--- src/sv/lsa_ram.sv ---
// Generic simple dual-port RAM: one write port, one read port with
// registered read data. No dependencies.
module lsa_ram #(
   parameter int WIDTH = 8,
   parameter int DEPTH = 32,
   localparam int ADDR_W = (DEPTH > 1) ? $clog2(DEPTH) : 1
) (
   input  logic              clock,
   input  logic              wr_en,
   input  logic [ADDR_W-1:0] wr_addr,
   input  logic [WIDTH-1:0]  wr_data,
   input  logic [ADDR_W-1:0] rd_addr,
   output logic [WIDTH-1:0]  rd_data
);

   logic [WIDTH-1:0] mem_ff [DEPTH];
   logic [WIDTH-1:0] rd_data_ff;

   // Write port and registered read port.
   always_ff @(posedge clock) begin
      if (wr_en) begin
         mem_ff[wr_addr] <= wr_data;
      end
      rd_data_ff <= mem_ff[rd_addr];
   end

   assign rd_data = rd_data_ff;

endmodule

--- config.mk ---
export PLATFORM = sky130hd
export DESIGN_NAME = lsa_ram
export DESIGN_NICKNAME = d
export VERILOG_FILES = /design/src/sv/lsa_ram.sv
export SDC_FILE = /design/constraint.sdc
export NUM_CORES = 1
export LEC_CHECK = 0
export BUFFER_PORTS_ARGS = -buffer_cell sky130_fd_sc_hd__buf_2
export CORE_UTILIZATION = 40
export DETAILED_ROUTE_END_ITERATION = 8
export PLACE_DENSITY = 0.61
export SKIP_CTS_REPAIR_TIMING = 1
export SLEW_MARGIN = 20
export SYNTH_ARGS = -nofsm -noshare
export SYNTH_HDL_FRONTEND = slang
export SYNTH_SLANG_ARGS = --single-unit
--- constraint.sdc ---
create_clock -name clock -period 2.9 [get_ports clock]
set_input_delay 0.29 -clock clock [delete_from_list [all_inputs] [get_ports clock]]
set_output_delay 0.29 -clock clock [all_outputs]
set_load 0.05 [all_outputs]
# --- After elaboration in Yosys (flattened, before gate mapping) ---
# Memories as Yosys holds them, arrays and structs flattened. A register that Yosys moved wholly into a read port is not among the register bits.
# Cells that the tools add are included.
classes:
  muxes: 2
op_table:
  columns: ["operator", "n"]
  rows:
  - ["$mux W1", 2]
word_totals:
  regBits: 0
  ramBits: 256
  input_bits: 20
  out_inout_bits: 8
  word_cells: 3
  mem_count: 1
memory_table:
  columns: ["memory", "depth", "width", "rd", "rd_ports_with_merged_regs", "wr", "line", "rtl"]
  rows:
  - ["mem_ff", 32, 8, 1, 1, 1, "16", "logic [WIDTH-1:0] mem_ff [DEPTH];"]

# --- Depth between registers and ports, before layout ---
# Gate-level depths: netlist of run 1.
depth:
  ltp_word: 2
  mapped_depth: 5
  depth_no_buf: 3

# --- Least setup slack after synthesis of run 1 ---
# Ideal clock, no wire load.
synth_timing:
  kind: "input-to-reg"
  startpoint: "input rd_addr[2]"
  endpoint: "register rd_data_ff[0] (netlist: rd_data[0]), read port of mem_ff"
  setup_time_ns: 0.121
  arrival_ns: 1.972
  required_ns: 2.779
  path_slack_ns: 0.808
  stages: 5
  path_buffers: 2
  cell_sequence: "clkbuf_1 -> clkbuf_1 -> mux4_2 -> mux4_2 -> mux2_2"
synth_rtl:
  columns: ["item", "line", "rtl"]
  rows:
  - ["from (decl)", "12", "input logic [ADDR_W-1:0] rd_addr,"]
  - ["to (decl)", "17", "logic [WIDTH-1:0] rd_data_ff;"]

==> run_summary.xml, run 1 <==
<?xml version="1.0" encoding="UTF-8"?>
<metrics>
  <group name="run_status">
    <metric name="run_status" unit="">completed</metric>
  </group>
  <group name="synthesis">
    <metric name="synthesis.area" unit="um^2">10050</metric>
    <metric name="synth_nets" unit="">437</metric>
    <metric name="syn-instance-count" unit="">417</metric>
    <metric name="ys_seq_elements" unit="">264</metric>
    <metric name="yosys.cell_types.count" unit="">15</metric>
    <metric name="synth_top_cell_by_area" unit="">edfxtp_1</metric>
    <metric name="seq_area_frac_synth" unit="">0.7806</metric>
    <metric name="synth_most_common_cell" unit="">edfxtp_1</metric>
    <metric name="synth_top_cell_area_share" unit="">0.7647</metric>
    <metric name="synth_enable_flop_cells" unit="">256</metric>
    <metric name="synth-async-reset-ratio" unit="">0</metric>
    <metric name="yosysWarnings" unit="">0</metric>
    <metric name="synth_ff_type" unit="">edfxtp_1</metric>
    <metric name="postSynthAreaPerCell" unit="um^2">24.11</metric>
    <metric name="synth.cells.most_frequent" unit="">256 x edfxtp_1, 80 x mux4_2, 33 x nor2_1, 8 x dfxtp_1, 8 x mux2_2</metric>
    <metric name="top_cells_by_area_in_the_synthesized_netlist" unit="">edfxtp_1 76%, mux4_2 18%, dfxtp_1 1.6%</metric>
  </group>
  <group name="sta">
    <metric name="finalHoldViolCount" unit="">0</metric>
    <metric name="setup-violations-final" unit="">0</metric>
    <metric name="report.final.slew_viol_count" unit="">0</metric>
    <metric name="rsz_0062_raised_after_global_routing" unit="">no</metric>
    <metric name="slew_headroom" unit="">0.3283</metric>
    <metric name="period_minus_slack" unit="ns">1.815</metric>
    <metric name="fin_setup_tns" unit="ns">0</metric>
    <metric name="achievable-frequency" unit="MHz">551.1</metric>
    <metric name="finalClockSkew" unit="ns">0.01202</metric>
    <metric name="timing.final.ws_setup" unit="ns">1.085</metric>
    <metric name="worst_pin_slew" unit="ns">1.004</metric>
    <metric name="fin_crit_sh" unit="">0.6257</metric>
  </group>
  <group name="setup_path">
    <metric name="critical_path.cell_chain" unit="">mux4_2 -&gt; mux4_2 -&gt; mux2_2</metric>
    <metric name="setup.worst_path.start_class" unit="">register</metric>
    <metric name="worst_ep_arrival_time" unit="ns">2.21</metric>
    <metric name="critPathCaptureType" unit="">register</metric>
    <metric name="worstPathMaxFanout" unit="">1</metric>
    <metric name="cp_common_cell" unit="">mux4_2</metric>
    <metric name="critical-path-max-stage-delay" unit="ns">0.53</metric>
    <metric name="timing.rr.end" unit="">rd_data[3]</metric>
    <metric name="r2r_cells" unit="">3</metric>
    <metric name="worstSetupPathType" unit="">reg -&gt; reg</metric>
    <metric name="crit_slowest_cell" unit="">mux4_2</metric>
    <metric name="worst-endpoint-required" unit="ns">3.29</metric>
    <metric name="register_to_register_setup_slack" unit="ns">1.09</metric>
    <metric name="critical_path.reg2reg.startpoint" unit="">mem_ff[31][3]</metric>
  </group>
  <group name="routing">
    <metric name="drt_pass1_iterations" unit="">5</metric>
    <metric name="wire_per_inst" unit="um">24.92</metric>
    <metric name="route.final.wire_length" unit="mm">20.01</metric>
    <metric name="initialDrtViolationCount" unit="">498</metric>
    <metric name="vias" unit="">4396</metric>
    <metric name="detail_route.vias_per_cell" unit="">5.474</metric>
    <metric name="detail_route.drc_violations" unit="">0</metric>
    <metric name="postRouteAntennaNets" unit="">0</metric>
  </group>
  <group name="die">
    <metric name="placeableCoreArea" unit="um^2">24460</metric>
    <metric name="die_y" unit="um">160.5</metric>
    <metric name="initial_utilization" unit="">0.4110</metric>
    <metric name="dieArea" unit="um^2">25770</metric>
    <metric name="fp-row-count" unit="">57</metric>
    <metric name="die_span_in_x" unit="um">160.5</metric>
    <metric name="pin_count" unit="">28</metric>
  </group>
  <group name="clock_tree">
    <metric name="root_buffer" unit="">clkbuf_16</metric>
    <metric name="htree_num_levels" unit="">1</metric>
    <metric name="cts-root-to-sink-buffers" unit="">3</metric>
    <metric name="cts_num_sinks" unit="">264</metric>
    <metric name="clk_transition_reported_paths" unit="ns">0.06</metric>
    <metric name="tritoncts.num_buffers" unit="">25</metric>
    <metric name="clk_latency" unit="ns">0.52</metric>
    <metric name="tritoncts" unit="">built</metric>
  </group>
  <group name="layout">
    <metric name="area_delta_synth_final" unit="%">12.66</metric>
    <metric name="register_area" unit="um^2">7848</metric>
    <metric name="antenna-diode-count" unit="">0</metric>
    <metric name="drive_above_1_share" unit="">0.3403</metric>
    <metric name="fillCellCount" unit="">1993</metric>
    <metric name="multi_input_area" unit="um^2">2100</metric>
    <metric name="design.final.nets" unit="">483</metric>
  </group>
  <group name="global_routing">
    <metric name="grt_pass1_vias" unit="">4506</metric>
    <metric name="maximum_number_of_pins_on_one_net_before_global_route_repair" unit="">36</metric>
    <metric name="grt_first_pass_wirelength" unit="mm">30.27</metric>
    <metric name="grt_antenna_before_repair" unit="">0</metric>
    <metric name="grt_use_total" unit="">0.1609</metric>
    <metric name="global_route.overflow_total" unit="">0</metric>
  </group>
  <group name="min_path">
    <metric name="class_of_the_tightest_hold_or_removal_check" unit="">in -&gt; reg</metric>
    <metric name="min_to" unit="">rd_data[2]</metric>
    <metric name="holdPathStages" unit="">2</metric>
    <metric name="hold_path.startpoint" unit="">rd_addr[3]</metric>
  </group>
  <group name="placement">
    <metric name="hpwl" unit="mm">12.64</metric>
    <metric name="io_buf_count" unit="">27</metric>
    <metric name="routabilityCongestion" unit="">0.7630</metric>
    <metric name="detailedPlace.worstSlack" unit="ns">0.5945</metric>
  </group>
  <group name="flow_run">
    <metric name="maxCapViolCount" unit="">0</metric>
  </group>
  <group name="power_and_ir_drop">
    <metric name="irDropWorstVdd" unit="mV">0.2815</metric>
    <metric name="static-leakage-power" unit="nW">3.504</metric>
    <metric name="power-per-cell-area" unit="nW/um^2">674.6</metric>
    <metric name="power" unit="mW">7.640</metric>
  </group>
</metrics>
==> where the power goes <==
part / internal, mW / switching (mW) / leakage [nW] / total (mW)
Sequential: 4.24 / 0.0185 / 2.37 / 4.26
Clock: 1.63 / 1.31 / 0.359 / 2.93
Combinational: 0.173 / 0.272 / 0.772 / 0.445
Total: 6.04 / 1.60 / 3.50 / 7.64
==> metal layers <==
layer | part of all wire | GRT usage
met5 | 0 | 0
met4 | 0.015 | 0.03853
met3 | 0.066 | 0.02944
met2 | 0.45 | 0.2403
met1 | 0.47 | 0.2459
==> cell usage in the layout (no fill, tap or decap) <==
master     instances
nand3b_1           5
buf_4             11
buf_12             2
nand3_1            2
edfxtp_1         256
dfxtp_1            8
mux4_2            80
or3b_2             3
clkinv_2           6
nand2_1            1
or3_1              1
buf_2             26
mux2_2             8
clkbuf_8           2
clkinv_1           3
clkbuf_16         25
nor2_1            33
clkbuf_1           7
==> metrics by stage <==
step	cell area, um^2	util	std cells	hold WS, ns
after floorplan	10050	-	417	0.3889
after global placement	10610	0.4335	760	0.7596
after detailed placement	10610	0.4335	760	0.7590
after CTS	11330	0.4630	803	0.2192
after global routing	11330	0.4630	803	0.2294
final	11330	0.4630	803	0.2444
==> cell families (layout without fill, tap and decap cells) <==
kind of cell / after synthesis / in the layout / share of synthesized area
flops: 264 / 264 / 0.7806
simple gates: 45 / 45 / 0.02066
mux: 88 / 88 / 0.1882
buf+inv: 20 / 82 / 0.01058
==> worst max-delay path by stage <==
stage,start,end,slack [ns],cells after the start
6_report,mem_ff[31][3],rd_data[3],1.09,3
4_1_cts,mem_ff[31][3],rd_data[3],1.07,3
2_1_floorplan,rd_addr[2],rd_data[0],0.81,5
3_3_place_gp,rd_addr[2],rd_data[7],0.62,5
3_5_place_dp,rd_addr[2],rd_data[7],0.59,5
5_1_grt,mem_ff[13][3],rd_data[3],1.04,3
==> flip-flops by register name (all words and copies together) (netlist names) <==
| register | cells |
|---|---|
| rd_data | 8 |
| mem_ff | 256 |
==> layout make-up <==
cell class	instances	area share
flip-flops and latches	264	0.6929
multi-input cells	133	0.1854
clock buffers	34	0.05999
repair buffers	39	0.02232
well taps	324	0.03579
clock inverters	9	0.003646
==> worst max-delay path: cells and delay by family (launching register included) <==
kind	cells	cell delay, ns
DFF	1	0.36
muxes	3	1.34
(Power assumes the default switching activity.)
==> run 2, diff against run 1 <==
- clock period: 2.9 -> 1.7 ns (I/O delays scaled with it)
==> run 2 against run 1 <==
The flow now finishes with violations (negative setup slack). Count of clock-buffer cells in the layout increased by 1. First-iteration DRC count decreased by 2.4%. Largest power group unchanged. Register-to-register slack got worse by 1.3 ns. Worst hold slack got worse by 0.14 ns. Global-route usage increased by 1.2 points. Sequential power increased by 71%. Clock power increased by 99%.
==> run_summary.xml, run 2 (synthesis gave the netlist of run 1 again) <==
<?xml version="1.0" encoding="UTF-8"?>
<metrics>
  <group name="sta">
    <metric name="hold_slack" unit="ns">0.1057</metric>
    <metric name="period_minus_slack" unit="ns">1.866</metric>
    <metric name="achievable-frequency" unit="MHz">535.9</metric>
    <metric name="timing.final.ws_setup" unit="ns">-0.1662</metric>
    <metric name="finalClockSkew" unit="ns">0.007159</metric>
    <metric name="slew_headroom" unit="">0.5657</metric>
    <metric name="report.final.slew_viol_count" unit="">0</metric>
    <metric name="fin_crit_sh" unit="">1.098</metric>
    <metric name="worst_pin_slew" unit="ns">0.6514</metric>
    <metric name="finalHoldViolCount" unit="">0</metric>
    <metric name="rsz_0062_raised_after_global_routing" unit="">yes</metric>
    <metric name="fin_setup_tns" unit="ns">-0.8033</metric>
    <metric name="setup-violations-final" unit="">8</metric>
  </group>
  <group name="die">
    <metric name="fp-row-count" unit="">57</metric>
    <metric name="placeableCoreArea" unit="um^2">24460</metric>
    <metric name="dieArea" unit="um^2">25770</metric>
    <metric name="die_y" unit="um">160.5</metric>
    <metric name="die_span_in_x" unit="um">160.5</metric>
    <metric name="pin_count" unit="">28</metric>
    <metric name="initial_utilization" unit="">0.4110</metric>
  </group>
  <group name="setup_path">
    <metric name="path_buf_inv" unit="">0</metric>
    <metric name="critPathCaptureType" unit="">register</metric>
    <metric name="crit_slowest_cell" unit="">mux4_2</metric>
    <metric name="setup.worst_path.start_class" unit="">register</metric>
    <metric name="worst-endpoint-required" unit="ns">2.11</metric>
    <metric name="worstSetupPathType" unit="">reg -&gt; reg</metric>
    <metric name="r2r_cells" unit="">3</metric>
    <metric name="worstPathMaxFanout" unit="">1</metric>
    <metric name="critical_path.cell_chain" unit="">mux4_2 -&gt; mux4_2 -&gt; mux2_4</metric>
    <metric name="critical_path.reg2reg.startpoint" unit="">mem_ff[31][2]</metric>
    <metric name="timing.rr.end" unit="">rd_data[2]</metric>
    <metric name="worst_ep_arrival_time" unit="ns">2.28</metric>
    <metric name="cp.depth" unit="">3</metric>
    <metric name="register_to_register_setup_slack" unit="ns">-0.17</metric>
    <metric name="cp_common_cell" unit="">mux4_2</metric>
    <metric name="critical-path-max-stage-delay" unit="ns">0.57</metric>
    <metric name="path_delay_family" unit="">multiplexers</metric>
  </group>
  <group name="layout">
    <metric name="regMostFlops" unit="">mem_ff</metric>
    <metric name="final_core_density" unit="">0.4853</metric>
    <metric name="area_delta_synth_final" unit="%">18.08</metric>
    <metric name="largest_register_ffs" unit="">256</metric>
    <metric name="most-common-layout-cells" unit="">256 x edfxtp_1, 80 x mux4_2, 38 x buf_4, 33 x nor2_1, 27 x clkbuf_16</metric>
    <metric name="finalInstanceArea" unit="um^2">11870</metric>
    <metric name="antenna-diode-count" unit="">0</metric>
    <metric name="drive_above_1_share" unit="">0.3931</metric>
    <metric name="design.final.nets" unit="">520</metric>
    <metric name="fillCellCount" unit="">1919</metric>
    <metric name="mostFrequentLayoutCell" unit="">edfxtp_1</metric>
  </group>
  <group name="routing">
    <metric name="detail_route.drc_violations" unit="">0</metric>
    <metric name="detail_route.vias_per_cell" unit="">5.478</metric>
    <metric name="drt_pass1_iterations" unit="">4</metric>
    <metric name="wire_per_inst" unit="um">25.33</metric>
    <metric name="initialDrtViolationCount" unit="">486</metric>
    <metric name="vias" unit="">4618</metric>
    <metric name="postRouteAntennaNets" unit="">0</metric>
    <metric name="route.final.wire_length" unit="mm">21.35</metric>
  </group>
  <group name="clock_tree">
    <metric name="clk_transition_reported_paths" unit="ns">0.06</metric>
    <metric name="htree_num_levels" unit="">1</metric>
    <metric name="tritoncts" unit="">built</metric>
    <metric name="cts-root-to-sink-buffers" unit="">3</metric>
    <metric name="cts_num_sinks" unit="">264</metric>
    <metric name="clk_latency" unit="ns">0.52</metric>
    <metric name="root_buffer" unit="">clkbuf_16</metric>
    <metric name="tritoncts.num_buffers" unit="">27</metric>
  </group>
  <group name="min_path">
    <metric name="class_of_the_tightest_hold_or_removal_check" unit="">in -&gt; reg</metric>
    <metric name="hold_path.startpoint" unit="">rd_addr[3]</metric>
    <metric name="holdPathStages" unit="">2</metric>
    <metric name="min_to" unit="">rd_data[4]</metric>
  </group>
  <group name="global_routing">
    <metric name="maximum_number_of_pins_on_one_net_before_global_route_repair" unit="">33</metric>
    <metric name="grt_use_total" unit="">0.1726</metric>
    <metric name="grt_antenna_before_repair" unit="">0</metric>
    <metric name="grt_first_pass_wirelength" unit="mm">32.09</metric>
    <metric name="global_route.overflow_total" unit="">0</metric>
    <metric name="grt_pass1_vias" unit="">4680</metric>
  </group>
  <group name="placement">
    <metric name="io_buf_count" unit="">27</metric>
    <metric name="routabilityCongestion" unit="">0.7716</metric>
    <metric name="placed_cell_area" unit="um^2">10970</metric>
    <metric name="hpwl" unit="mm">13.73</metric>
  </group>
  <group name="power_and_ir_drop">
    <metric name="power-per-cell-area" unit="nW/um^2">1175</metric>
    <metric name="irDropWorstVdd" unit="mV">0.9125</metric>
    <metric name="static-leakage-power" unit="nW">3.806</metric>
  </group>
  <group name="run_status">
    <metric name="run_status" unit="">finished, violations left</metric>
    <metric name="violations_in_the_final_reports" unit="">negative setup slack</metric>
  </group>
  <group name="flow_run">
    <metric name="maxCapViolCount" unit="">0</metric>
  </group>
</metrics>
## run 2: changes by cell type in the layout (fill, tap and decap cells not counted), moves of 3 or more
cell        change
mux2_4          +5
bufinv_16       +3
mux2_2          -5
buf_4          +27
clkinv_2        -5
clkinvlp_4      +4
buf_12          +8
## run 2: power breakdown
group / switching [mW] / internal [mW] / total (mW)
Sequential: 0.0390 / 7.24 / 7.28
Clock: 2.35 / 3.49 / 5.84
Combinational: 0.485 / 0.350 / 0.835
Total: 2.87 / 11.1 / 14.0
## run 2: how the worst max path moves through the flow
| stage | start | end | slack (ns) |
|---|---|---|---|
| 6_report | mem_ff[31][2] | rd_data[2] | -0.17 |
| 3_3_place_gp | rd_addr[0] | rd_data[2] | -0.45 |
| 3_5_place_dp | rd_addr[0] | rd_data[4] | -0.45 |
| 2_1_floorplan | rd_addr[0] | rd_data[0] | -0.07 |
| 5_1_grt | mem_ff[31][2] | rd_data[2] | -0.20 |
| 4_1_cts | mem_ff[31][2] | rd_data[2] | -0.19 |
## run 2: per-stage QoR
| step | power (mW) | std cells | setup WS, ns |
|---|---|---|---|
| after floorplan | 7.905 | 417 | -0.06705 |
| after global placement | 8.232 | 795 | -0.4503 |
| after detailed placement | 8.254 | 795 | -0.4547 |
| after CTS | 14.08 | 843 | -0.1879 |
| after global routing | 14.38 | 843 | -0.1952 |
| final | 13.95 | 843 | -0.1662 |
## run 2: routing by layer
metal / share of wire / track usage
met1: 0.46 / 0.2677
met2: 0.46 / 0.2562
met3: 0.057 / 0.02479
met4: 0.022 / 0.04589
met5: 0 / 0
## run 2: cell type report
class | instances | area (um^2) | share of cell area
clock inverter | 13 | 148.9 | 0.01254
multi-input combinational | 133 | 2118 | 0.1784
clock buffer | 35 | 735.7 | 0.06197
tap | 324 | 405.4 | 0.03415
sequential | 264 | 7848 | 0.6610
timing repair buffer | 74 | 615.6 | 0.05185
